==> config.mk <==
export PLATFORM = sky130hd
export DESIGN_NAME = precharge_power_sequencer_core_flat
export DESIGN_NICKNAME = d
export VERILOG_FILES = /design/src/rtl/core/ppseq_pkg.sv /design/src/rtl/core/ppseq_if.sv /design/src/rtl/core/ppseq_timebase.sv /design/src/rtl/core/ppseq_ctrl.sv /design/src/rtl/core/ppseq_outbuf.sv /design/src/rtl/core/precharge_power_sequencer_core.sv /design/src/flat_wrapper.sv
export SDC_FILE = /design/constraint.sdc
export NUM_CORES = 1
export LEC_CHECK = 0
export BUFFER_PORTS_ARGS = -buffer_cell sky130_fd_sc_hd__buf_2
export CAP_MARGIN = 25
export CORE_MARGIN = 1
export CORE_UTILIZATION = 40
export CTS_BUF_LIST = sky130_fd_sc_hd__clkbuf_4
export DETAILED_ROUTE_END_ITERATION = 8
export GPL_TIMING_DRIVEN = 0
export PLACE_DENSITY_LB_ADDON = 0.08
export SYNTH_ARGS = -nofsm -noshare
export SYNTH_HDL_FRONTEND = slang
export SYNTH_SLANG_ARGS = --single-unit
==> constraint.sdc <==
create_clock -name clk -period 3.4 [get_ports clk]
set_input_delay 0.34 -clock clk [delete_from_list [all_inputs] [get_ports clk]]
set_output_delay 0.34 -clock clk [all_outputs]
set_load 0.02 [all_outputs]
==> src/rtl/core/ppseq_pkg.sv <==
package ppseq_pkg;

  localparam int unsigned MsWidth       = 16;
  localparam int unsigned CountsWidth   = 12;
  localparam int unsigned LockWidth     = 8;
  localparam int unsigned TimeWidth     = 32;
  localparam int unsigned CfgDataWidth  = 16;
  localparam int unsigned CfgIndexWidth = 1;
  localparam int unsigned StateWidth    = 2;

  localparam int unsigned StrobeMs     = 100;
  localparam int unsigned PreBlinkMs   = 20;
  localparam int unsigned FaultBlinkMs = 200;

  localparam int unsigned StrobeCntWidth = $clog2(StrobeMs);
  localparam int unsigned PreCntWidth    = $clog2(PreBlinkMs);
  localparam int unsigned FaultCntWidth  = $clog2(FaultBlinkMs);

  // Configuration register indexes.
  localparam logic [CfgIndexWidth-1:0] CFG_PRECHARGE_MS  = 1'b0;
  localparam logic [CfgIndexWidth-1:0] CFG_MAX_PRE_COUNT = 1'b1;

  // Reported power state codes.
  localparam logic [StateWidth-1:0] PSTATE_OFF   = 2'd0;
  localparam logic [StateWidth-1:0] PSTATE_PRE   = 2'd1;
  localparam logic [StateWidth-1:0] PSTATE_ON    = 2'd2;
  localparam logic [StateWidth-1:0] PSTATE_FAULT = 2'd3;

  localparam logic [MsWidth-1:0] PRECHARGE_MS_RST  = 16'd100;
  localparam logic [CountsWidth-1:0] MAX_COUNT_RST = 12'd2048;

  typedef struct packed {
    logic                   switch_on;
    logic [CountsWidth-1:0] voltage_sample;
    logic                   lock_cmd_valid;
    logic [LockWidth-1:0]   lock_cmd_time;
  } in_item_t;

  typedef struct packed {
    logic                  fet_main_on;
    logic                  fet_precharge_on;
    logic                  led_level;
    logic                  status_strobe;
    logic                  status_switch;
    logic [LockWidth-1:0]  status_lock;
    logic [StateWidth-1:0] power_state;
  } out_item_t;

  // Time-base status for the current tick.
  typedef struct packed {
    logic strobe;
    logic pre_blink;
    logic fault_blink;
  } tick_t;

endpackage

==> src/rtl/core/ppseq_if.sv <==
interface ppseq_in_if;
  import ppseq_pkg::*;

  logic                   valid;
  logic                   ready;
  logic                   switch_on;
  logic [CountsWidth-1:0] voltage_sample;
  logic                   lock_cmd_valid;
  logic [LockWidth-1:0]   lock_cmd_time;

  modport source (output valid, switch_on, voltage_sample, lock_cmd_valid, lock_cmd_time,
                  input ready);
  modport sink (input valid, switch_on, voltage_sample, lock_cmd_valid, lock_cmd_time,
                output ready);
endinterface

interface ppseq_out_if;
  import ppseq_pkg::*;

  logic                  valid;
  logic                  ready;
  logic                  fet_main_on;
  logic                  fet_precharge_on;
  logic                  led_level;
  logic                  status_strobe;
  logic                  status_switch;
  logic [LockWidth-1:0]  status_lock;
  logic [StateWidth-1:0] power_state;

  modport source (output valid, fet_main_on, fet_precharge_on, led_level, status_strobe,
                  status_switch, status_lock, power_state, input ready);
  modport sink (input valid, fet_main_on, fet_precharge_on, led_level, status_strobe,
                status_switch, status_lock, power_state, output ready);
endinterface

==> src/rtl/core/ppseq_timebase.sv <==
module ppseq_timebase
  import ppseq_pkg::*;
(
  input  logic  clk,
  input  logic  rst_n,
  input  logic  advance,
  output tick_t tick
);

  logic [TimeWidth-1:0]      ms_count_r, ms_count_nxt;
  logic                      wrapped_r, wrapped_nxt;
  logic [StrobeCntWidth-1:0] strobe_cnt_r, strobe_cnt_nxt;
  logic [PreCntWidth-1:0]    pre_cnt_r, pre_cnt_nxt;
  logic                      pre_ph_r, pre_ph_nxt;
  logic [FaultCntWidth-1:0]  fault_cnt_r, fault_cnt_nxt;
  logic                      fault_ph_r, fault_ph_nxt;

  localparam logic [StrobeCntWidth-1:0] StrobeLast = StrobeCntWidth'(StrobeMs - 1);
  localparam logic [PreCntWidth-1:0]    PreLast    = PreCntWidth'(PreBlinkMs - 1);
  localparam logic [FaultCntWidth-1:0]  FaultLast  = FaultCntWidth'(FaultBlinkMs - 1);

  // The sub-counters track the residues of the tick time, so no divider is needed.
  assign tick.strobe      = (strobe_cnt_r == '0) && ((ms_count_r != '0) || wrapped_r);
  assign tick.pre_blink   = pre_ph_r;
  assign tick.fault_blink = fault_ph_r;

  always_comb begin
    ms_count_nxt   = ms_count_r;
    wrapped_nxt    = wrapped_r;
    strobe_cnt_nxt = strobe_cnt_r;
    pre_cnt_nxt    = pre_cnt_r;
    pre_ph_nxt     = pre_ph_r;
    fault_cnt_nxt  = fault_cnt_r;
    fault_ph_nxt   = fault_ph_r;
    if (advance) begin
      ms_count_nxt = ms_count_r + 1'b1;
      if (ms_count_r == '1) begin
        // The time wraps to zero. The wrap point is not a multiple of the periods, so
        // every residue and phase restarts from zero here.
        wrapped_nxt    = 1'b1;
        strobe_cnt_nxt = '0;
        pre_cnt_nxt    = '0;
        pre_ph_nxt     = 1'b0;
        fault_cnt_nxt  = '0;
        fault_ph_nxt   = 1'b0;
      end else begin
        strobe_cnt_nxt = (strobe_cnt_r == StrobeLast) ? '0 : strobe_cnt_r + 1'b1;
        if (pre_cnt_r == PreLast) begin
          pre_cnt_nxt = '0;
          pre_ph_nxt  = ~pre_ph_r;
        end else begin
          pre_cnt_nxt = pre_cnt_r + 1'b1;
        end
        if (fault_cnt_r == FaultLast) begin
          fault_cnt_nxt = '0;
          fault_ph_nxt  = ~fault_ph_r;
        end else begin
          fault_cnt_nxt = fault_cnt_r + 1'b1;
        end
      end
    end
  end

  always_ff @(posedge clk) begin
    if (!rst_n) begin
      ms_count_r   <= '0;
      wrapped_r    <= 1'b0;
      strobe_cnt_r <= '0;
      pre_cnt_r    <= '0;
      pre_ph_r     <= 1'b0;
      fault_cnt_r  <= '0;
      fault_ph_r   <= 1'b0;
    end else begin
      ms_count_r   <= ms_count_nxt;
      wrapped_r    <= wrapped_nxt;
      strobe_cnt_r <= strobe_cnt_nxt;
      pre_cnt_r    <= pre_cnt_nxt;
      pre_ph_r     <= pre_ph_nxt;
      fault_cnt_r  <= fault_cnt_nxt;
      fault_ph_r   <= fault_ph_nxt;
    end
  end

endmodule

==> src/rtl/core/ppseq_ctrl.sv <==
module ppseq_ctrl
  import ppseq_pkg::*;
(
  input  logic                     clk,
  input  logic                     rst_n,
  input  logic                     cfg_we,
  input  logic [CfgIndexWidth-1:0] cfg_index,
  input  logic [CfgDataWidth-1:0]  cfg_wdata,
  input  logic                     advance,
  input  in_item_t                 item,
  input  tick_t                    tick,
  output out_item_t                result
);

  typedef enum logic [3:0] {
    MODE_OFF   = 4'b0001,
    MODE_PRE   = 4'b0010,
    MODE_ON    = 4'b0100,
    MODE_FAULT = 4'b1000
  } mode_t;

  mode_t                  mode_r, mode_nxt;
  logic [MsWidth-1:0]     elapsed_r, elapsed_nxt;
  logic [LockWidth-1:0]   lock_r, lock_nxt;
  logic                   last_sw_r;
  logic [MsWidth-1:0]     precharge_ms_r;
  logic [CountsWidth-1:0] max_counts_r;
  logic                   pre_done;

  always_ff @(posedge clk) begin
    if (!rst_n) begin
      precharge_ms_r <= PRECHARGE_MS_RST;
      max_counts_r   <= MAX_COUNT_RST;
    end else if (cfg_we) begin
      unique case (cfg_index)
        CFG_PRECHARGE_MS:  precharge_ms_r <= cfg_wdata;
        CFG_MAX_PRE_COUNT: max_counts_r   <= cfg_wdata[CountsWidth-1:0];
        default: ;
      endcase
    end
  end

  assign pre_done = (mode_r == MODE_PRE) && (elapsed_r >= precharge_ms_r);

  always_comb begin
    elapsed_nxt = elapsed_r;
    if (mode_r == MODE_PRE && elapsed_r != '1) begin
      elapsed_nxt = elapsed_r + 1'b1;
    end

    // Decrement at the status boundary first, then a nonzero command overrides.
    lock_nxt = lock_r;
    if (tick.strobe && lock_r != '0) begin
      lock_nxt = lock_r - 1'b1;
    end
    if (item.lock_cmd_valid && item.lock_cmd_time != '0) begin
      lock_nxt = item.lock_cmd_time;
    end

    mode_nxt = mode_r;
    if (item.switch_on) begin
      if (mode_r == MODE_OFF) begin
        mode_nxt    = MODE_PRE;
        elapsed_nxt = '0;
      end else if (pre_done) begin
        mode_nxt = (item.voltage_sample > max_counts_r) ? MODE_FAULT : MODE_ON;
      end
    end else if (lock_nxt == '0) begin
      mode_nxt = MODE_OFF;
    end
  end

  always_comb begin
    result.status_strobe    = tick.strobe;
    result.status_switch    = last_sw_r;
    result.status_lock      = lock_r;
    result.fet_main_on      = 1'b0;
    result.fet_precharge_on = 1'b0;
    result.led_level        = 1'b1;
    result.power_state      = PSTATE_OFF;
    unique case (mode_r)
      MODE_PRE: begin
        result.fet_precharge_on = 1'b1;
        result.led_level        = tick.pre_blink;
        result.power_state      = PSTATE_PRE;
      end
      MODE_ON: begin
        result.fet_main_on      = 1'b1;
        result.fet_precharge_on = 1'b1;
        result.led_level        = 1'b0;
        result.power_state      = PSTATE_ON;
      end
      MODE_FAULT: begin
        result.led_level   = tick.fault_blink;
        result.power_state = PSTATE_FAULT;
      end
      default: begin
        result.power_state = PSTATE_OFF;
      end
    endcase
  end

  always_ff @(posedge clk) begin
    if (!rst_n) begin
      mode_r    <= MODE_OFF;
      elapsed_r <= '0;
      lock_r    <= '0;
      last_sw_r <= 1'b0;
    end else if (advance) begin
      mode_r    <= mode_nxt;
      elapsed_r <= elapsed_nxt;
      lock_r    <= lock_nxt;
      last_sw_r <= item.switch_on;
    end
  end

endmodule

==> src/rtl/core/ppseq_outbuf.sv <==
module ppseq_outbuf
  import ppseq_pkg::*;
(
  input  logic      clk,
  input  logic      rst_n,
  input  logic      push,
  input  out_item_t push_item,
  output logic      push_ready,
  output logic      out_valid,
  input  logic      out_ready,
  output out_item_t out_item
);

  logic      out_valid_r, out_valid_nxt;
  logic      skid_valid_r, skid_valid_nxt;
  out_item_t out_data_r, out_data_nxt;
  out_item_t skid_data_r, skid_data_nxt;
  logic      pop;

  assign push_ready = ~skid_valid_r;
  assign out_valid  = out_valid_r;
  assign out_item   = out_data_r;
  assign pop        = out_valid_r & out_ready;

  always_comb begin
    out_valid_nxt  = out_valid_r;
    skid_valid_nxt = skid_valid_r;
    out_data_nxt   = out_data_r;
    skid_data_nxt  = skid_data_r;
    if (skid_valid_r) begin
      if (pop) begin
        out_data_nxt   = skid_data_r;
        skid_valid_nxt = 1'b0;
      end
    end else if (push) begin
      if (!out_valid_r || pop) begin
        out_data_nxt  = push_item;
        out_valid_nxt = 1'b1;
      end else begin
        skid_data_nxt  = push_item;
        skid_valid_nxt = 1'b1;
      end
    end else if (pop) begin
      out_valid_nxt = 1'b0;
    end
  end

  always_ff @(posedge clk) begin
    if (!rst_n) begin
      out_valid_r  <= 1'b0;
      skid_valid_r <= 1'b0;
    end else begin
      out_valid_r  <= out_valid_nxt;
      skid_valid_r <= skid_valid_nxt;
    end
    out_data_r  <= out_data_nxt;
    skid_data_r <= skid_data_nxt;
  end

endmodule

==> src/rtl/core/precharge_power_sequencer_core.sv <==
// An accepted tick's result beat is registered into a two-entry output buffer that
// absorbs a stalled sink. Throughput: one tick beat per clock cycle while the skid entry
// is free, set by the single registered update of mode, lock and time-base registers.
// Reset: synchronous, active low; the sequencer returns to off with zero lock time and
// tick time, and the configuration registers return to 100 ms and 2048 counts.
module precharge_power_sequencer_core
  import ppseq_pkg::*;
(
  input  logic                     clk,
  input  logic                     rst_n,
  ppseq_in_if.sink                 in_ch,
  ppseq_out_if.source              out_ch,
  input  logic                     cfg_we,
  input  logic [CfgIndexWidth-1:0] cfg_index,
  input  logic [CfgDataWidth-1:0]  cfg_wdata
);

  in_item_t  in_item;
  out_item_t result;
  out_item_t out_item;
  tick_t     tick;
  logic      in_ready;
  logic      accept;

  // Gather the tick beat into one struct.
  assign in_item.switch_on      = in_ch.switch_on;
  assign in_item.voltage_sample = in_ch.voltage_sample;
  assign in_item.lock_cmd_valid = in_ch.lock_cmd_valid;
  assign in_item.lock_cmd_time  = in_ch.lock_cmd_time;

  // The input side only waits when both output buffer entries are full, so ready does
  // not depend combinationally on the result side.
  assign in_ch.ready = in_ready;
  assign accept      = in_ch.valid & in_ready;

  // Millisecond time base: tracks the tick time and its phases within the status
  // period and the two LED blink periods.
  ppseq_timebase u_timebase (
    .clk     (clk),
    .rst_n   (rst_n),
    .advance (accept),
    .tick    (tick)
  );

  // Mode sequencing, precharge timer, lock countdown and configuration registers.
  // The result is formed from the state at the start of the tick.
  ppseq_ctrl u_ctrl (
    .clk       (clk),
    .rst_n     (rst_n),
    .cfg_we    (cfg_we),
    .cfg_index (cfg_index),
    .cfg_wdata (cfg_wdata),
    .advance   (accept),
    .item      (in_item),
    .tick      (tick),
    .result    (result)
  );

  // Result register with a skid entry behind it.
  ppseq_outbuf u_outbuf (
    .clk        (clk),
    .rst_n      (rst_n),
    .push       (accept),
    .push_item  (result),
    .push_ready (in_ready),
    .out_valid  (out_ch.valid),
    .out_ready  (out_ch.ready),
    .out_item   (out_item)
  );

  assign out_ch.fet_main_on      = out_item.fet_main_on;
  assign out_ch.fet_precharge_on = out_item.fet_precharge_on;
  assign out_ch.led_level        = out_item.led_level;
  assign out_ch.status_strobe    = out_item.status_strobe;
  assign out_ch.status_switch    = out_item.status_switch;
  assign out_ch.status_lock      = out_item.status_lock;
  assign out_ch.power_state      = out_item.power_state;

endmodule

==> src/flat_wrapper.sv <==
// flat-port wrapper written by rule: the top's interface ports become plain ports
module precharge_power_sequencer_core_flat import ppseq_pkg::*;
  (clk, rst_n, cfg_we, cfg_index, cfg_wdata, in_ch_valid, in_ch_switch_on, in_ch_voltage_sample, in_ch_lock_cmd_valid, in_ch_lock_cmd_time, in_ch_ready, out_ch_valid, out_ch_fet_main_on, out_ch_fet_precharge_on, out_ch_led_level, out_ch_status_strobe, out_ch_status_switch, out_ch_status_lock, out_ch_power_state, out_ch_ready);
  ppseq_in_if in_ch_i ();
  ppseq_out_if out_ch_i ();
  input  logic clk;
  input  logic rst_n;
  input  logic cfg_we;
  input  logic [CfgIndexWidth-1:0] cfg_index;
  input  logic [CfgDataWidth-1:0] cfg_wdata;
  input wire logic [$bits(in_ch_i.valid)-1:0] in_ch_valid;
  input wire logic [$bits(in_ch_i.switch_on)-1:0] in_ch_switch_on;
  input wire logic [$bits(in_ch_i.voltage_sample)-1:0] in_ch_voltage_sample;
  input wire logic [$bits(in_ch_i.lock_cmd_valid)-1:0] in_ch_lock_cmd_valid;
  input wire logic [$bits(in_ch_i.lock_cmd_time)-1:0] in_ch_lock_cmd_time;
  output wire logic [$bits(in_ch_i.ready)-1:0] in_ch_ready;
  output wire logic [$bits(out_ch_i.valid)-1:0] out_ch_valid;
  output wire logic [$bits(out_ch_i.fet_main_on)-1:0] out_ch_fet_main_on;
  output wire logic [$bits(out_ch_i.fet_precharge_on)-1:0] out_ch_fet_precharge_on;
  output wire logic [$bits(out_ch_i.led_level)-1:0] out_ch_led_level;
  output wire logic [$bits(out_ch_i.status_strobe)-1:0] out_ch_status_strobe;
  output wire logic [$bits(out_ch_i.status_switch)-1:0] out_ch_status_switch;
  output wire logic [$bits(out_ch_i.status_lock)-1:0] out_ch_status_lock;
  output wire logic [$bits(out_ch_i.power_state)-1:0] out_ch_power_state;
  input wire logic [$bits(out_ch_i.ready)-1:0] out_ch_ready;
  assign in_ch_i.valid = in_ch_valid;
  assign in_ch_i.switch_on = in_ch_switch_on;
  assign in_ch_i.voltage_sample = in_ch_voltage_sample;
  assign in_ch_i.lock_cmd_valid = in_ch_lock_cmd_valid;
  assign in_ch_i.lock_cmd_time = in_ch_lock_cmd_time;
  assign in_ch_ready = in_ch_i.ready;
  assign out_ch_valid = out_ch_i.valid;
  assign out_ch_fet_main_on = out_ch_i.fet_main_on;
  assign out_ch_fet_precharge_on = out_ch_i.fet_precharge_on;
  assign out_ch_led_level = out_ch_i.led_level;
  assign out_ch_status_strobe = out_ch_i.status_strobe;
  assign out_ch_status_switch = out_ch_i.status_switch;
  assign out_ch_status_lock = out_ch_i.status_lock;
  assign out_ch_power_state = out_ch_i.power_state;
  assign out_ch_i.ready = out_ch_ready;
  precharge_power_sequencer_core u_core (.clk(clk), .rst_n(rst_n), .in_ch(in_ch_i), .out_ch(out_ch_i), .cfg_we(cfg_we), .cfg_index(cfg_index), .cfg_wdata(cfg_wdata));
endmodule
* After elaboration in Yosys (flattened, before gate mapping)
Cells that the tools add are included.
** Storage, ports and cells
- Register bits :: 144
- Bits in latches :: 0
- RAM bits :: 0
- Memory bits (read-only) :: 0
- Output and inout port bits :: 17
- Memories kept :: 0
** Cells by class
- Add/sub/neg operators :: 6
- $mul :: 0
- Div/mod/pow operators :: 0
- Magnitude comparators :: 2
- Equality and inequality tests :: 12
- Shifts and indexed selects :: 0
- Mux-type cells :: 35
- Bitwise operators :: 7
- Reductions and logical operators :: 29
** Operators with widths (count)
- two-way mux 15 bit :: 4
- two-way mux 16 bit :: 3
- adder 32 x 1 -> 32 bit, second input constant :: 1
- == test 32 bit, second input constant :: 1
- two-way mux 8 bit :: 4
- nonzero test 32 bit :: 1
- two-way mux 4 bit :: 5
- adder 16 x 1 -> 16 bit, second input constant :: 1
- >= comparator 16 bit :: 1
- != test 16 bit, second input constant :: 1
- nonzero test 8 bit :: 2
- two-way mux 7 bit :: 2
- two-way mux 1 bit :: 13
- greater-than comparator 12 bit :: 1
- AND reduction 3 bit :: 4
- nonzero test 2 bit :: 6
- two-way mux 5 bit :: 2
- AND reduction 2 bit :: 5
- adder 8 x 1 -> 8 bit, second input constant :: 1
- == test 8 bit, second input constant :: 1
- logical NOT 8 bit :: 1
- subtractor 8 x 1 -> 8 bit, second input constant :: 1
- adder 7 x 1 -> 7 bit, second input constant :: 1
- == test 7 bit, second input constant :: 1
- 18 further kinds :: 28

* Logic depth before layout (Yosys ltp)
Gate-level depths: netlist (run 1).
- Word-level depth :: 9
- Mapped depth :: 10
- Mapped depth without buffers :: 10

* Hierarchy
From an unflattened synthesis (run 1), not the netlist that was laid out.
** Second synthesis, totals
- Cells, all modules :: 805
- Area total of the unflattened synthesis :: 7347.0 µm²
** By module, submodules not included
- ppseq_ctrl :: times used 1, cells an instance 434, area each 3515.9 µm², sequential area each 1141.1 µm²
- ppseq_timebase :: times used 1, cells an instance 309, area each 2622.5 µm², sequential area each 1101.1 µm²
- ppseq_outbuf :: times used 1, cells an instance 61, area each 1202.4 µm², sequential area each 940.9 µm²
- precharge_power_sequencer_core :: times used 1, cells an instance 1, area each 6.3 µm², sequential area each 0.0 µm²

* Least setup slack after synthesis (run 1)
Ideal clock, no wire load.
- Kind :: reg2reg
- Start :: register u_core.u_outbuf.skid_valid_r
- End :: register u_core.u_outbuf.out_data_r, in the netlist u_core.u_outbuf.out_item[0] (enable)
- Setup time :: 392 ps
- Arrival :: 2152 ps
- Data required time :: 3008 ps
- Path slack :: 856 ps
- Cell stages (with the launch flop) :: 7
- Cell sequence :: dfxtp_1 > clkbuf_1 > nor2b_1 > clkbuf_1 > buf_1 > a21oi_1 > a21oi_1
** On the way
- Word-level cells in the longest chain between the ends :: 4
- Elaborated cells between the ends (all ways) :: 6
** RTL lines
- start: declaration :: line ppseq_outbuf.sv:15 : logic skid_valid_r, skid_valid_nxt;
- start signal: assignment :: line ppseq_outbuf.sv:54 : skid_valid_r <= skid_valid_nxt;
- NOT 1 bit (no source line)
- AND 1 bit :: line precharge_power_sequencer_core.sv:34 : assign accept = in_ch.valid & in_ready;
- nonzero test 2 bit (no source line)
- AND reduction 3 bit (no source line) (*)
- end signal: assignment :: line ppseq_outbuf.sv:56 : out_data_r <= out_data_nxt;
- end: declaration :: line ppseq_outbuf.sv:16 : out_item_t out_data_r, out_data_nxt;
Every way passes the cells marked *; elsewhere a longest branch is shown, timed or not.
A chain may end at the register's enable or synchronous reset.

* Final worst setup path (run 1)
- Start :: register u_core.u_timebase.ms_count_r[19]
- End :: register u_core.u_ctrl.mode_r[0]
** On the way
- Word-level cells in the longest chain between the ends :: 9
** RTL lines
- start: declaration :: line ppseq_timebase.sv:10 : logic [TimeWidth-1:0] ms_count_r, ms_count_nxt;
- start signal: assignment :: line ppseq_timebase.sv:74 : ms_count_r <= ms_count_nxt;
- nonzero test 32 bit :: line ppseq_timebase.sv:23 : assign tick.strobe = (strobe_cnt_r == '0) && ((ms_count_r != '0) || wrapped_r);
- logical OR 1 bit :: line ppseq_timebase.sv:23
- logical AND 1 bit :: line ppseq_timebase.sv:23
- logical AND 1 bit :: line ppseq_ctrl.sv:53 : if (tick.strobe && lock_r != '0) begin
- two-way mux 8 bit :: line ppseq_ctrl.sv:53
- two-way mux 8 bit :: line ppseq_ctrl.sv:56 : if (item.lock_cmd_valid && item.lock_cmd_time != '0) begin
- logical NOT 8 bit :: line ppseq_ctrl.sv:68 : end else if (lock_nxt == '0) begin
- nonzero test 2 bit (no source line)
- AND reduction 3 bit (no source line)
- end signal: assignment :: line ppseq_ctrl.sv:110 : mode_r <= mode_nxt;
- end: declaration :: line ppseq_ctrl.sv:22 : mode_t mode_r, mode_nxt;
Every way passes these cells.

==> results of run 1 <==
## stage by stage
step	util	hold slack (ns)	cell area [µm²]	total power (µW)	TNS, ns
finish	0.478	0.0431	8290	3850	0
global route	0.478	0.0496	8290	4020	0
CTS	0.477	0.00404	8270	3890	0
detailed placement	0.445	0.448	7720	2410	0
global placement	0.444	0.443	7710	2390	-2.37
floorplan	-	0.426	7130	2240	0
## worst max-delay path, stage by stage (launching register included)
cell      delay [ns]
dfxtp_1         0.36
nor4_1          0.48
nand4_2         0.33
o211ai_4        0.43
nor3_1          0.09
nor4_1          0.37
o311ai_2        0.24
or4_1           0.47
nand3_1         0.09
## cell families (layout without fill, tap and decap cells)
| family | count (synthesis) | count (layout) | synth area share |
|---|---|---|---|
| simple gates | 334 | 334 | 0.231 |
| mux | 13 | 13 | 0.0219 |
| flops | 144 | 144 | 0.446 |
| xor+xnor | 64 | 64 | 0.0797 |
| compound gates | 124 | 124 | 0.114 |
| buf+inv | 72 | 180 | 0.0414 |
| fa+ha+maj | 37 | 37 | 0.0649 |
| other cells | 0 | 1 | 0 |
## worst max-delay path by stage
stage                                                              from                                            end  slack, ns
after floorplan                 u_core.u_outbuf.skid_valid_r$_SDFF_PN0_          u_core.u_outbuf.out_item[0]$_DFFE_PP_       0.86
after global placement          u_core.u_outbuf.skid_valid_r$_SDFF_PN0_          u_core.u_outbuf.out_item[4]$_DFFE_PP_      -0.16
after detailed placement        u_core.u_outbuf.skid_valid_r$_SDFF_PN0_          u_core.u_outbuf.out_item[5]$_DFFE_PP_       0.07
after CTS                       u_core.u_outbuf.skid_valid_r$_SDFF_PN0_          u_core.u_outbuf.out_item[6]$_DFFE_PP_       0.04
after global routing            u_core.u_outbuf.skid_valid_r$_SDFF_PN0_  u_core.u_timebase.ms_count_r[31]$_SDFFE_PN0P_       0.21
final                     u_core.u_timebase.ms_count_r[19]$_SDFFE_PN0P_           u_core.u_ctrl.mode_r[0]$_SDFFE_PN1P_       0.50
## Yosys cell counts, types with 4 or more instances
cell / count / area [µm²]
nor2_1: 81 / 304
a21o_1: 4 / 30.0
dfxtp_1: 114 / 2280
o21ai_0: 18 / 90.1
xnor2_1: 30 / 263
nand3_1: 17 / 85.1
nand2b_1: 7 / 43.8
or3_1: 8 / 50.1
clkbuf_1: 19 / 71.3
nand2_1: 111 / 417
o211ai_1: 5 / 37.5
edfxtp_1: 30 / 901
nor4_1: 13 / 81.3
and2_1: 10 / 62.6
inv_1: 42 / 158
xor2_1: 33 / 289
ha_1: 37 / 463
o21a_1: 8 / 60.1
nor2b_1: 5 / 31.3
o21ai_1: 4 / 20.0
a21oi_1: 50 / 250
and3_1: 9 / 56.3
nor3_1: 21 / 105
mux2_2: 11 / 124
a31oi_1: 6 / 37.5
nand4_1: 25 / 156
a211oi_1: 4 / 30.0
or4_1: 4 / 30.0
buf_1: 4 / 15.0
## sequential cells by signal, summed over array words and instances (netlist names)
name	cells
u_core.u_timebase.ms_count_r	32
u_core.u_ctrl.elapsed_r	16
u_core.u_ctrl.precharge_ms_r	16
u_core.u_outbuf.out_item	15
u_core.u_outbuf.skid_data_r	15
u_core.u_ctrl.max_counts_r	12
u_core.u_ctrl.lock_r	8
u_core.u_timebase.fault_cnt_r	8
u_core.u_timebase.strobe_cnt_r	7
u_core.u_timebase.pre_cnt_r	5
u_core.u_ctrl.mode_r	4
u_core.u_ctrl.last_sw_r	1
u_core.u_outbuf.out_valid	1
u_core.u_outbuf.skid_valid_r	1
u_core.u_timebase.fault_ph_r	1
u_core.u_timebase.pre_ph_r	1
u_core.u_timebase.wrapped_r	1
## what timing repair did
item / in CTS / in global routing
hold buffers: 16 / 0
endpoints found under the hold margin: 26 / 0
endpoints found under the setup margin: 0 / 31
resized for setup: 0 / 4
## power by group through the flow
stage	clock, µW	combinational (µW)	sequential (µW)
detailed placement	0	510	1900
global placement	0	497	1890
CTS	1510	527	1860
global route	1570	585	1870
floorplan	0	334	1910
finish	1460	525	1860
## layer usage
layer / track usage / vias up / share of wire
li1: - / 2945 / -
met1: 0.240 / 2708 / 0.46
met2: 0.332 / 117 / 0.48
met3: 0.0385 / 31 / 0.031
met4: 0.0943 / 0 / 0.024
met5: 0 / - / 0
## final cells by class
type,count,area [µm²],share of cell area
Timing Repair Buffer,76,467,0.0563
Clock buffer,18,135,0.0163
Antenna cell,1,2.50,0.000302
Clock inverter,14,262,0.0315
Inverter,45,169,0.0204
Sequential cell,144,3180,0.384
Multi-Input combinational cell,572,3660,0.442
Tap cell,225,282,0.0340
Buffer,27,128,0.0154
==> summary.txt, run 1 <==
Status: complete, no violations
Fin crit share: 0.853
Core area: 17400 µm²
Most frequently used flop master after synthesis: dfxtp_1
Root Driver: clkbuf_4
Share of cells above drive strength 1: 0.152
Final hold vios: 0
Die area: 18400 µm²
Fin nets: 964
CTS tree: yes
Post-synth EDFFs: 30
Synthesis-to-layout area growth: 16.3%
PD cells: 464 nW/µm²
Critical path fanouts, max: 10
Post-synth cell types: 72
Vias: 5801
Max Freq: 345 MHz
I/O pin count: 61
LEAKAGE: 0.00314 µW
Relative slew slack: 0.458
Wire length per cell: 15.1 µm
Cts bufs inserted: 17
Most common cell after layout, fill and taps aside: dfxtp_1
Final Setup Violations: 0
DRC: 0
Sequential Power Share: 0.483
Yosys warns: 0
CP required: 3.92 ns
Crit path kind: reg2reg
Clk_lat worst skew: 0.57 ns
Initial Util: 0.411
Htree depth: 4
DP HPWL: 12.7 mm
Synthesized Nets: 869
GRT Util Overall: 0.197
Final slew viol count: 0
Switching share of power: 0.261
Worst Tran Pin Value: 0.811 ns
Die Span Y: 136 µm
GRT overflow: 0
Postcts setup bufs: 0
Logic gate share of total power: 0.136
Ys async rst share: 0
CP Data Arrival Time: 3.42 ns
Commonest cells after routing, fill and taps aside: dfxtp_1 (114), nand2_1 (111), nor2_1 (81), buf_2 (60), a21oi_1 (49)
Avg Vias per Cell: 5.17
Layout Cells excl Fill: 1122
Fillcell total: 1693
CP Launch Type: flop
Quantity of I/O buffers inserted on ports: 59
RSZ-0062 raised after global routing: false
Number of global-route vias before repair: 5741
Clk sinks: 144
First-pass GRT wire length: 27.9 mm
DP Worst Slack: 0.0712 ns
Final Skew: 0.0161 ns
CP Capture Type: flop
Final worst slack: 0.501 ns
Seq/Total Area, Yosys: 0.446
Hold path endpoint: u_core.u_ctrl.precharge_ms_r[11]$_SDFFE_PN0P_
Gate Count Post-Synth: 788
Antenna violation net count after detailed routing: 0
Min-Delay Startpoint: cfg_wdata[11]
Sw power: 1000 µW
Clock tree buffer depth: 2
R2R depth: 8
Synth Area per Inst: 9.05 µm²
Pin count of the biggest net entering global routing: 17
Reg clk slew, reported paths: 0.13 ns
Maximum vdd ir drop: 177 µV
P_int: 2840 µW
Routed WL: 16.9 mm
Initial antenna violation count: 1
Synth Cell Area: 7130 µm²
Worst R2R Start: u_core.u_timebase.ms_count_r[19]$_SDFFE_PN0P_
Hold depth: 3
Placed cells: 1073
Number of max-cap violations: 0
Flop2flop setup slack: 0.50 ns
DRT Pass-1 Iters: 5
Min-delay worst type: in2reg
GPL Wtd Cong: 0.828
Tmin final: 2.90 ns
DR iter-0 viols: 216
Reg2reg end: u_core.u_ctrl.mode_r[0]$_SDFFE_PN1P_
Row cnt: 48
#FFs+latches synth: 144
Clk network pwr share: 0.381
DIE WIDTH: 136 µm
(Power assumes the default switching activity.)
==> inputs of run 2 (changes only) <==
- CAP_MARGIN: 25 -> default
- clock period: 3.4 -> 3.6 ns (I/O delays scaled with it)
==> run 2 against run 1 <==
Effect of this change:
- sequential power decreased by 6%
- total power is 11% lower
- combinational power decreased by 6.5%
- cell count shrank 0.45%
- maximum frequency is 9.8% lower
- sequential share of layout area increased by 0.59 points
- first-iteration DRC count rose by 37%
- largest cell class unchanged
- highest routed layer unchanged
==> summary.txt, run 2 (synthesized netlist as in run 1, its figures left out) <==
Status: complete, no violations
Fin crit share: 0.893 (+0.0406)
DIE WIDTH: 136 µm (unchanged)
Row cnt: 48 (unchanged)
GRT Util Overall: 0.194 (-0.00313)
Power after layout: 3420 µW (-11%)
DP HPWL: 12.8 mm (+0.55%)
Commonest cells after routing, fill and taps aside: dfxtp_1 (114), nand2_1 (111), nor2_1 (81), buf_2 (60), a21oi_1 (49)
Maximum vdd ir drop: 186 µV (+5.1%)
Reg clk slew, reported paths: 0.14 ns (about the same)
Critical path fanouts, max: 15 (+5)
CP required: 3.78 ns (-0.14 ns)
Most common cell after layout, fill and taps aside: dfxtp_1
Logic gate share of total power: 0.144 (+0.008)
GPL Wtd Cong: 0.828 (unchanged)
Cell Chain, Critical Path: clkbuf_1, nor2b_1, clkbuf_1, buf_1, a21oi_1, a21oi_2
Sequential Power Share: 0.513 (+0.030)
CP max stage delay: 0.66 ns (+0.18 ns)
P_int: 2480 µW (-13%)
Top delay family on crit path: buffers and inverters
Worst path most repeated cell: clkbuf_1
Fin nets: 959 (-0.52%)
TNS Setup: 0 ns (unchanged)
Core Util, Final: 0.470 (-0.00721)
CP Launch Type: flop
Tmin final: 3.22 ns (+0.317 ns)
Final hold vios: 0 (unchanged)
Avg Vias per Cell: 5.19 (+0.41%)
Final Setup Violations: 0 (unchanged)
Vias: 5799 (-0.034%)
LEAKAGE: 0.00307 µW (-2.1%)
Crit path kind: reg2reg
Min-delay worst type: in2reg
Relative slew slack: 0.434 (-0.0245)
Worst Tran Pin Value: 0.850 ns (+0.0385 ns)
DR iter-0 viols: 296 (+37%)
Final Skew: 0.0209 ns (+0.00485 ns)
Wire length per cell: 15.0 µm (-0.25%)
First-pass GRT wire length: 27.5 mm (-1.6%)
Initial antenna violation count: 1 (unchanged)
Sw power: 936 µW (-6.5%)
CP Capture Type: flop
CTS tree: yes
Quantity of I/O buffers inserted on ports: 59 (unchanged)
Switching share of power: 0.274 (+0.0135)
GRT overflow: 0 (unchanged)
PD cells: 418 nW/µm² (-9.8%)
Synthesis-to-layout area growth: 14.5%
Top Registers: u_core.u_timebase.ms_count_r: 32 flops, u_core.u_ctrl.elapsed_r: 16 flops, u_core.u_ctrl.precharge_ms_r: 16 flops
Clk network pwr share: 0.343 (-0.038)
DRC: 0 (unchanged)
Clk_lat worst skew: 0.56 ns (about the same)
Crit-path slowest cell: a21oi_2
DRT Pass-1 Iters: 5 (unchanged)
Number of max-cap violations: 0 (unchanged)
DP Worst Slack: -0.110 ns (-0.181 ns)
Number of global-route vias before repair: 5719 (-0.38%)
Pin count of the biggest net entering global routing: 17 (unchanged)
Die area: 18400 µm² (unchanged)
Share of cells above drive strength 1: 0.148 (-0.00364)
Cts bufs inserted: 17 (unchanged)
Max FFs per register: 32 (unchanged)
Worst Hold Slack: 0.0567 ns (+0.0137 ns)
I/O pin count: 61 (unchanged)
Clk sinks: 144 (unchanged)
Max Freq: 311 MHz (-9.8%)
Worst path bufs/invs: 3 (+3)
Final slew viol count: 0 (unchanged)
Htree depth: 4 (unchanged)
Clock tree buffer depth: 2 (unchanged)
Final worst slack: 0.384 ns (-0.117 ns)
Initial Util: 0.411 (unchanged)
Root Driver: clkbuf_4
RSZ-0062 raised after global routing: false
Core area: 17400 µm² (unchanged)
Most flop-heavy register: u_core.u_timebase.ms_count_r
Antenna violation net count after detailed routing: 0 (unchanged)
Die Span Y: 136 µm (unchanged)
Routed WL: 16.8 mm (-0.70%)
CP Data Arrival Time: 3.40 ns (-0.02 ns)
==> run 2: cell types whose count changed in the layout (fill, tap and decap cells not counted), sizes merged <==
cell	previous run	this run
clkinv	6	5
bufinv	7	4
clkinvlp	1	4
dlygate4sd3	16	12
==> run 2: per-layer routing <==
| layer | global-route usage | part of all wire |
|---|---|---|
| met3 | 0.0438 | 0.042 |
| met1 | 0.231 | 0.45 |
| met5 | 0 | 0 |
| met2 | 0.335 | 0.49 |
| met4 | 0.0787 | 0.014 |
==> run 2: worst min-delay path: cells and delay by family <==
family	cells	cell delay, ns
compound gates	1	0.07
buf+inv	1	0.10
simple gates	1	0.05
==> run 2: final timing paths <==
kind | slack, ns | cells after the start | start | end
max | 0.38 | 6 | u_core.u_outbuf.skid_valid_r$_SDFF_PN0_ | u_core.u_outbuf.out_item[9]$_DFFE_PP_
min | 0.06 | 3 | cfg_wdata[2] | u_core.u_ctrl.precharge_ms_r[2]$_SDFFE_PN1P_
max reg2reg | 0.38 | 6 | u_core.u_outbuf.skid_valid_r$_SDFF_PN0_ | u_core.u_outbuf.out_item[9]$_DFFE_PP_
min reg2reg | 0.46 | 2 | u_core.u_ctrl.precharge_ms_r[10]$_SDFFE_PN0P_ | u_core.u_ctrl.precharge_ms_r[10]$_SDFFE_PN0P_
==> run 2: through the flow <==
| step | cells | instance area (µm²) |
|---|---|---|
| after global placement | 1072 | 7710 |
| after floorplan | 788 | 7130 |
| after detailed placement | 1072 | 7710 |
| final | 1117 | 8160 |
| after CTS | 1116 | 8160 |
| after global routing | 1117 | 8160 |
==> run 2: repair_timing <==
| action | 4_1_cts | 5_1_grt |
|---|---|---|
| setup endpoints to repair | 15 | 0 |
| hold buffers | 12 | 0 |
| gates resized for setup | 1 | 0 |
| endpoints found under the hold margin | 16 | 0 |
| setup buffers | 0 | 0 |
==> run 2: layout make-up <==
type	instances	area, µm²
antenna	1	2.50
buffer	27	126
clock buffer	19	143
clock inverter	13	189
fill	1682	9190
inverter	45	169
multi-input combinational	572	3650
sequential	144	3180
tap	225	282
timing repair buffer	71	415
==> run 2: power groups by stage <==
stage,Clock (µW),Sequential (µW),Combinational [µW]
floorplan,0,1800,315
global placement,0,1790,469
detailed placement,0,1790,480
CTS,1210,1750,494
global route,1280,1760,547
finish,1170,1750,491
==> inputs of run 3 (changes only) <==
- HOLD_SLACK_MARGIN: default -> 0.1
==> run 3 against run 2 <==
Effect of this change:
- clock power about the same
- largest cell class unchanged
- clock skew down 0.00063 ns
- utilization increased by 0.46 points
- via count up 0.41%
- wire length increased by 0.58%
- largest power group unchanged
- register-to-register slack got worse by 0.02 ns
- total power up 0.39%
- global-route usage barely moved
- critical path type unchanged
- highest routed layer unchanged
- sequential power hardly changed
- maximum frequency decreased by 0.69%
==> summary.txt, run 3 (synthesized netlist as in run 1, its figures left out) <==
Final slew viol count: 0 (unchanged)
Clock tree buffer depth: 2 (unchanged)
GPL Wtd Cong: 0.828 (unchanged)
Power after layout: 3430 µW (+0.39%)
Relative slew slack: 0.435 (+0.00152)
Worst Tran Pin Value: 0.847 ns (-0.00228 ns)
Core Util, Final: 0.475 (+0.00461)
Final Setup Violations: 0 (unchanged)
Final hold vios: 0 (unchanged)
Wire length per cell: 15.0 µm (-0.13%)
Htree depth: 4 (unchanged)
Avg Vias per Cell: 5.18 (-0.30%)
R2R depth: 6 (unchanged)
Crit path kind: reg2reg
Status: complete, no violations
DR iter-0 viols: 244 (-18%)
Dpl cell area: 7710 µm² (unchanged)
Clk_lat worst skew: 0.57 ns (about the same)
Crit-path slowest cell: a21oi_2
I/O pin count: 61 (unchanged)
Reg2reg end: u_core.u_outbuf.out_item[9]$_DFFE_PP_
GRT Util Overall: 0.194 (+0.000403)
Antenna violation net count after detailed routing: 0 (unchanged)
DIE WIDTH: 136 µm (unchanged)
Tmin final: 3.24 ns (+0.0225 ns)
CP Launch Type: flop
First-pass GRT wire length: 27.6 mm (+0.30%)
CTS tree: yes
Synthesis-to-layout area growth: 15.6%
Area taken by multi-input logic gates: 3650 µm² (unchanged)
Cts bufs inserted: 17 (unchanged)
Min-delay worst type: in2reg
DP HPWL: 12.8 mm (unchanged)
Root Driver: clkbuf_4
Flop2flop setup slack: 0.36 ns (-0.02 ns)
Most flop-heavy register: u_core.u_timebase.ms_count_r
Worst path most repeated cell: clkbuf_1
Worst R2R Start: u_core.u_outbuf.skid_valid_r$_SDFF_PN0_
Final Skew: 0.0203 ns (-0.000628 ns)
Row cnt: 48 (unchanged)
PD cells: 416 nW/µm² (-0.58%)
RSZ-0062 raised after global routing: false
Reg clk slew, reported paths: 0.14 ns (about the same)
GRT overflow: 0 (unchanged)
Fin crit share: 0.900 (+0.00624)
FF/Latch Area: 3180 µm² (unchanged)
Initial Util: 0.411 (unchanged)
Core area: 17400 µm² (unchanged)
Number of max-cap violations: 0 (unchanged)
CP max stage delay: 0.66 ns (about the same)
CP Capture Type: flop
Fin nets: 967 (+0.83%)
Cell Chain, Critical Path: clkbuf_1, nor2b_1, clkbuf_1, buf_1, a21oi_1, a21oi_2
Die area: 18400 µm² (unchanged)
Top Registers: u_core.u_timebase.ms_count_r: 32 flops, u_core.u_ctrl.elapsed_r: 16 flops, u_core.u_ctrl.precharge_ms_r: 16 flops
Max Freq: 309 MHz (-0.69%)
Quantity of I/O buffers inserted on ports: 59 (unchanged)
Hold path endpoint: u_core.u_ctrl.max_counts_r[0]$_SDFFE_PN0P_
Worst Hold Slack: 0.137 ns (+0.0798 ns)
DRC: 0 (unchanged)
Share of cells above drive strength 1: 0.147 (-0.00132)
CP Data Arrival Time: 3.44 ns (+0.04 ns)
Final worst slack: 0.362 ns (-0.0225 ns)
Die Span Y: 136 µm (unchanged)
Initial antenna violation count: 1 (unchanged)
DRT Pass-1 Iters: 7 (+2)
Routed WL: 16.9 mm (+0.58%)
Fillcell total: 1675 (-0.42%)
Clk sinks: 144 (unchanged)
DP Worst Slack: -0.110 ns (unchanged)
CP required: 3.80 ns (+0.02 ns)
Design area: 8240 µm² (+0.98%)
Max FFs per register: 32 (unchanged)
Postcts setup bufs: 0 (unchanged)
Min-Delay Startpoint: cfg_we
Maximum vdd ir drop: 187 µV (+0.19%)
Critical path fanouts, max: 15 (unchanged)
Commonest cells after routing, fill and taps aside: dfxtp_1 (114), nand2_1 (111), nor2_1 (81), buf_2 (60), a21oi_1 (49)
Pin count of the biggest net entering global routing: 17 (unchanged)
Most common cell after layout, fill and taps aside: dfxtp_1
Vias: 5823 (+0.41%)
Number of global-route vias before repair: 5741 (+0.38%)
Hold depth: 4 (+1)
LEAKAGE: 0.00310 µW (+1.1%)
## run 3: changes by cell type in the layout (fill, tap and decap cells not counted), sizes merged
cell         previous run  this run
dlygate4sd3            12        20
## run 3: worst max path at each step
stage,start,to,cells after the start
2_1_floorplan,u_core.u_outbuf.skid_valid_r$_SDFF_PN0_,u_core.u_outbuf.out_item[0]$_DFFE_PP_,6
3_3_place_gp,u_core.u_outbuf.skid_valid_r$_SDFF_PN0_,u_core.u_outbuf.out_item[4]$_DFFE_PP_,6
3_5_place_dp,u_core.u_outbuf.skid_valid_r$_SDFF_PN0_,u_core.u_outbuf.out_item[4]$_DFFE_PP_,6
4_1_cts,u_core.u_outbuf.skid_valid_r$_SDFF_PN0_,u_core.u_outbuf.out_item[9]$_DFFE_PP_,6
5_1_grt,u_core.u_outbuf.skid_valid_r$_SDFF_PN0_,u_core.u_outbuf.out_item[9]$_DFFE_PP_,6
6_report,u_core.u_outbuf.skid_valid_r$_SDFF_PN0_,u_core.u_outbuf.out_item[9]$_DFFE_PP_,6
## run 3: worst max-delay path, delay by kind of cell, from the launching register on
| family | cells | cell delay, ns |
|---|---|---|
| flops | 1 | 0.33 |
| compound gates | 2 | 0.78 |
| buf+inv | 3 | 1.24 |
| simple gates | 1 | 0.52 |
## run 3: power breakdown
group,switching [µW],total (µW),internal [µW]
logic,296,498,202
clock network,610,1180,569
registers,38.5,1750,1710
## run 3: stage by stage
step / std cells / TNS [ns]
2_1_floorplan: 788 / 0
3_3_place_gp: 1072 / 0
3_5_place_dp: 1072 / -1.65
4_1_cts: 1124 / 0
5_1_grt: 1125 / 0
6_report: 1125 / 0
## run 3: what timing repair did
| action | CTS | global route |
|---|---|---|
| hold buffers | 20 | 0 |
| resized for setup | 1 | 0 |
| endpoints found under the setup margin | 15 | 0 |
| hold endpoints to repair | 34 | 0 |
## run 3: layout make-up
type,count,share of cell area
clock inverters,13,0.0229
well taps,225,0.0341
diodes,1,0.000304
inverters,45,0.0205
plain buffers,27,0.0153
clock buffers,19,0.0173
flip-flops and latches,144,0.386
multi-input cells,572,0.443
repair buffers,79,0.0601
## run 3: routing by layer
layer  global-route usage  share of wire  vias to the layer above
li1                     -              -                     2948
met1                0.233           0.45                     2725
met2                0.337           0.49                      119
met3               0.0423          0.036                       31
met4               0.0768          0.024                        0
met5                    0              0                        -
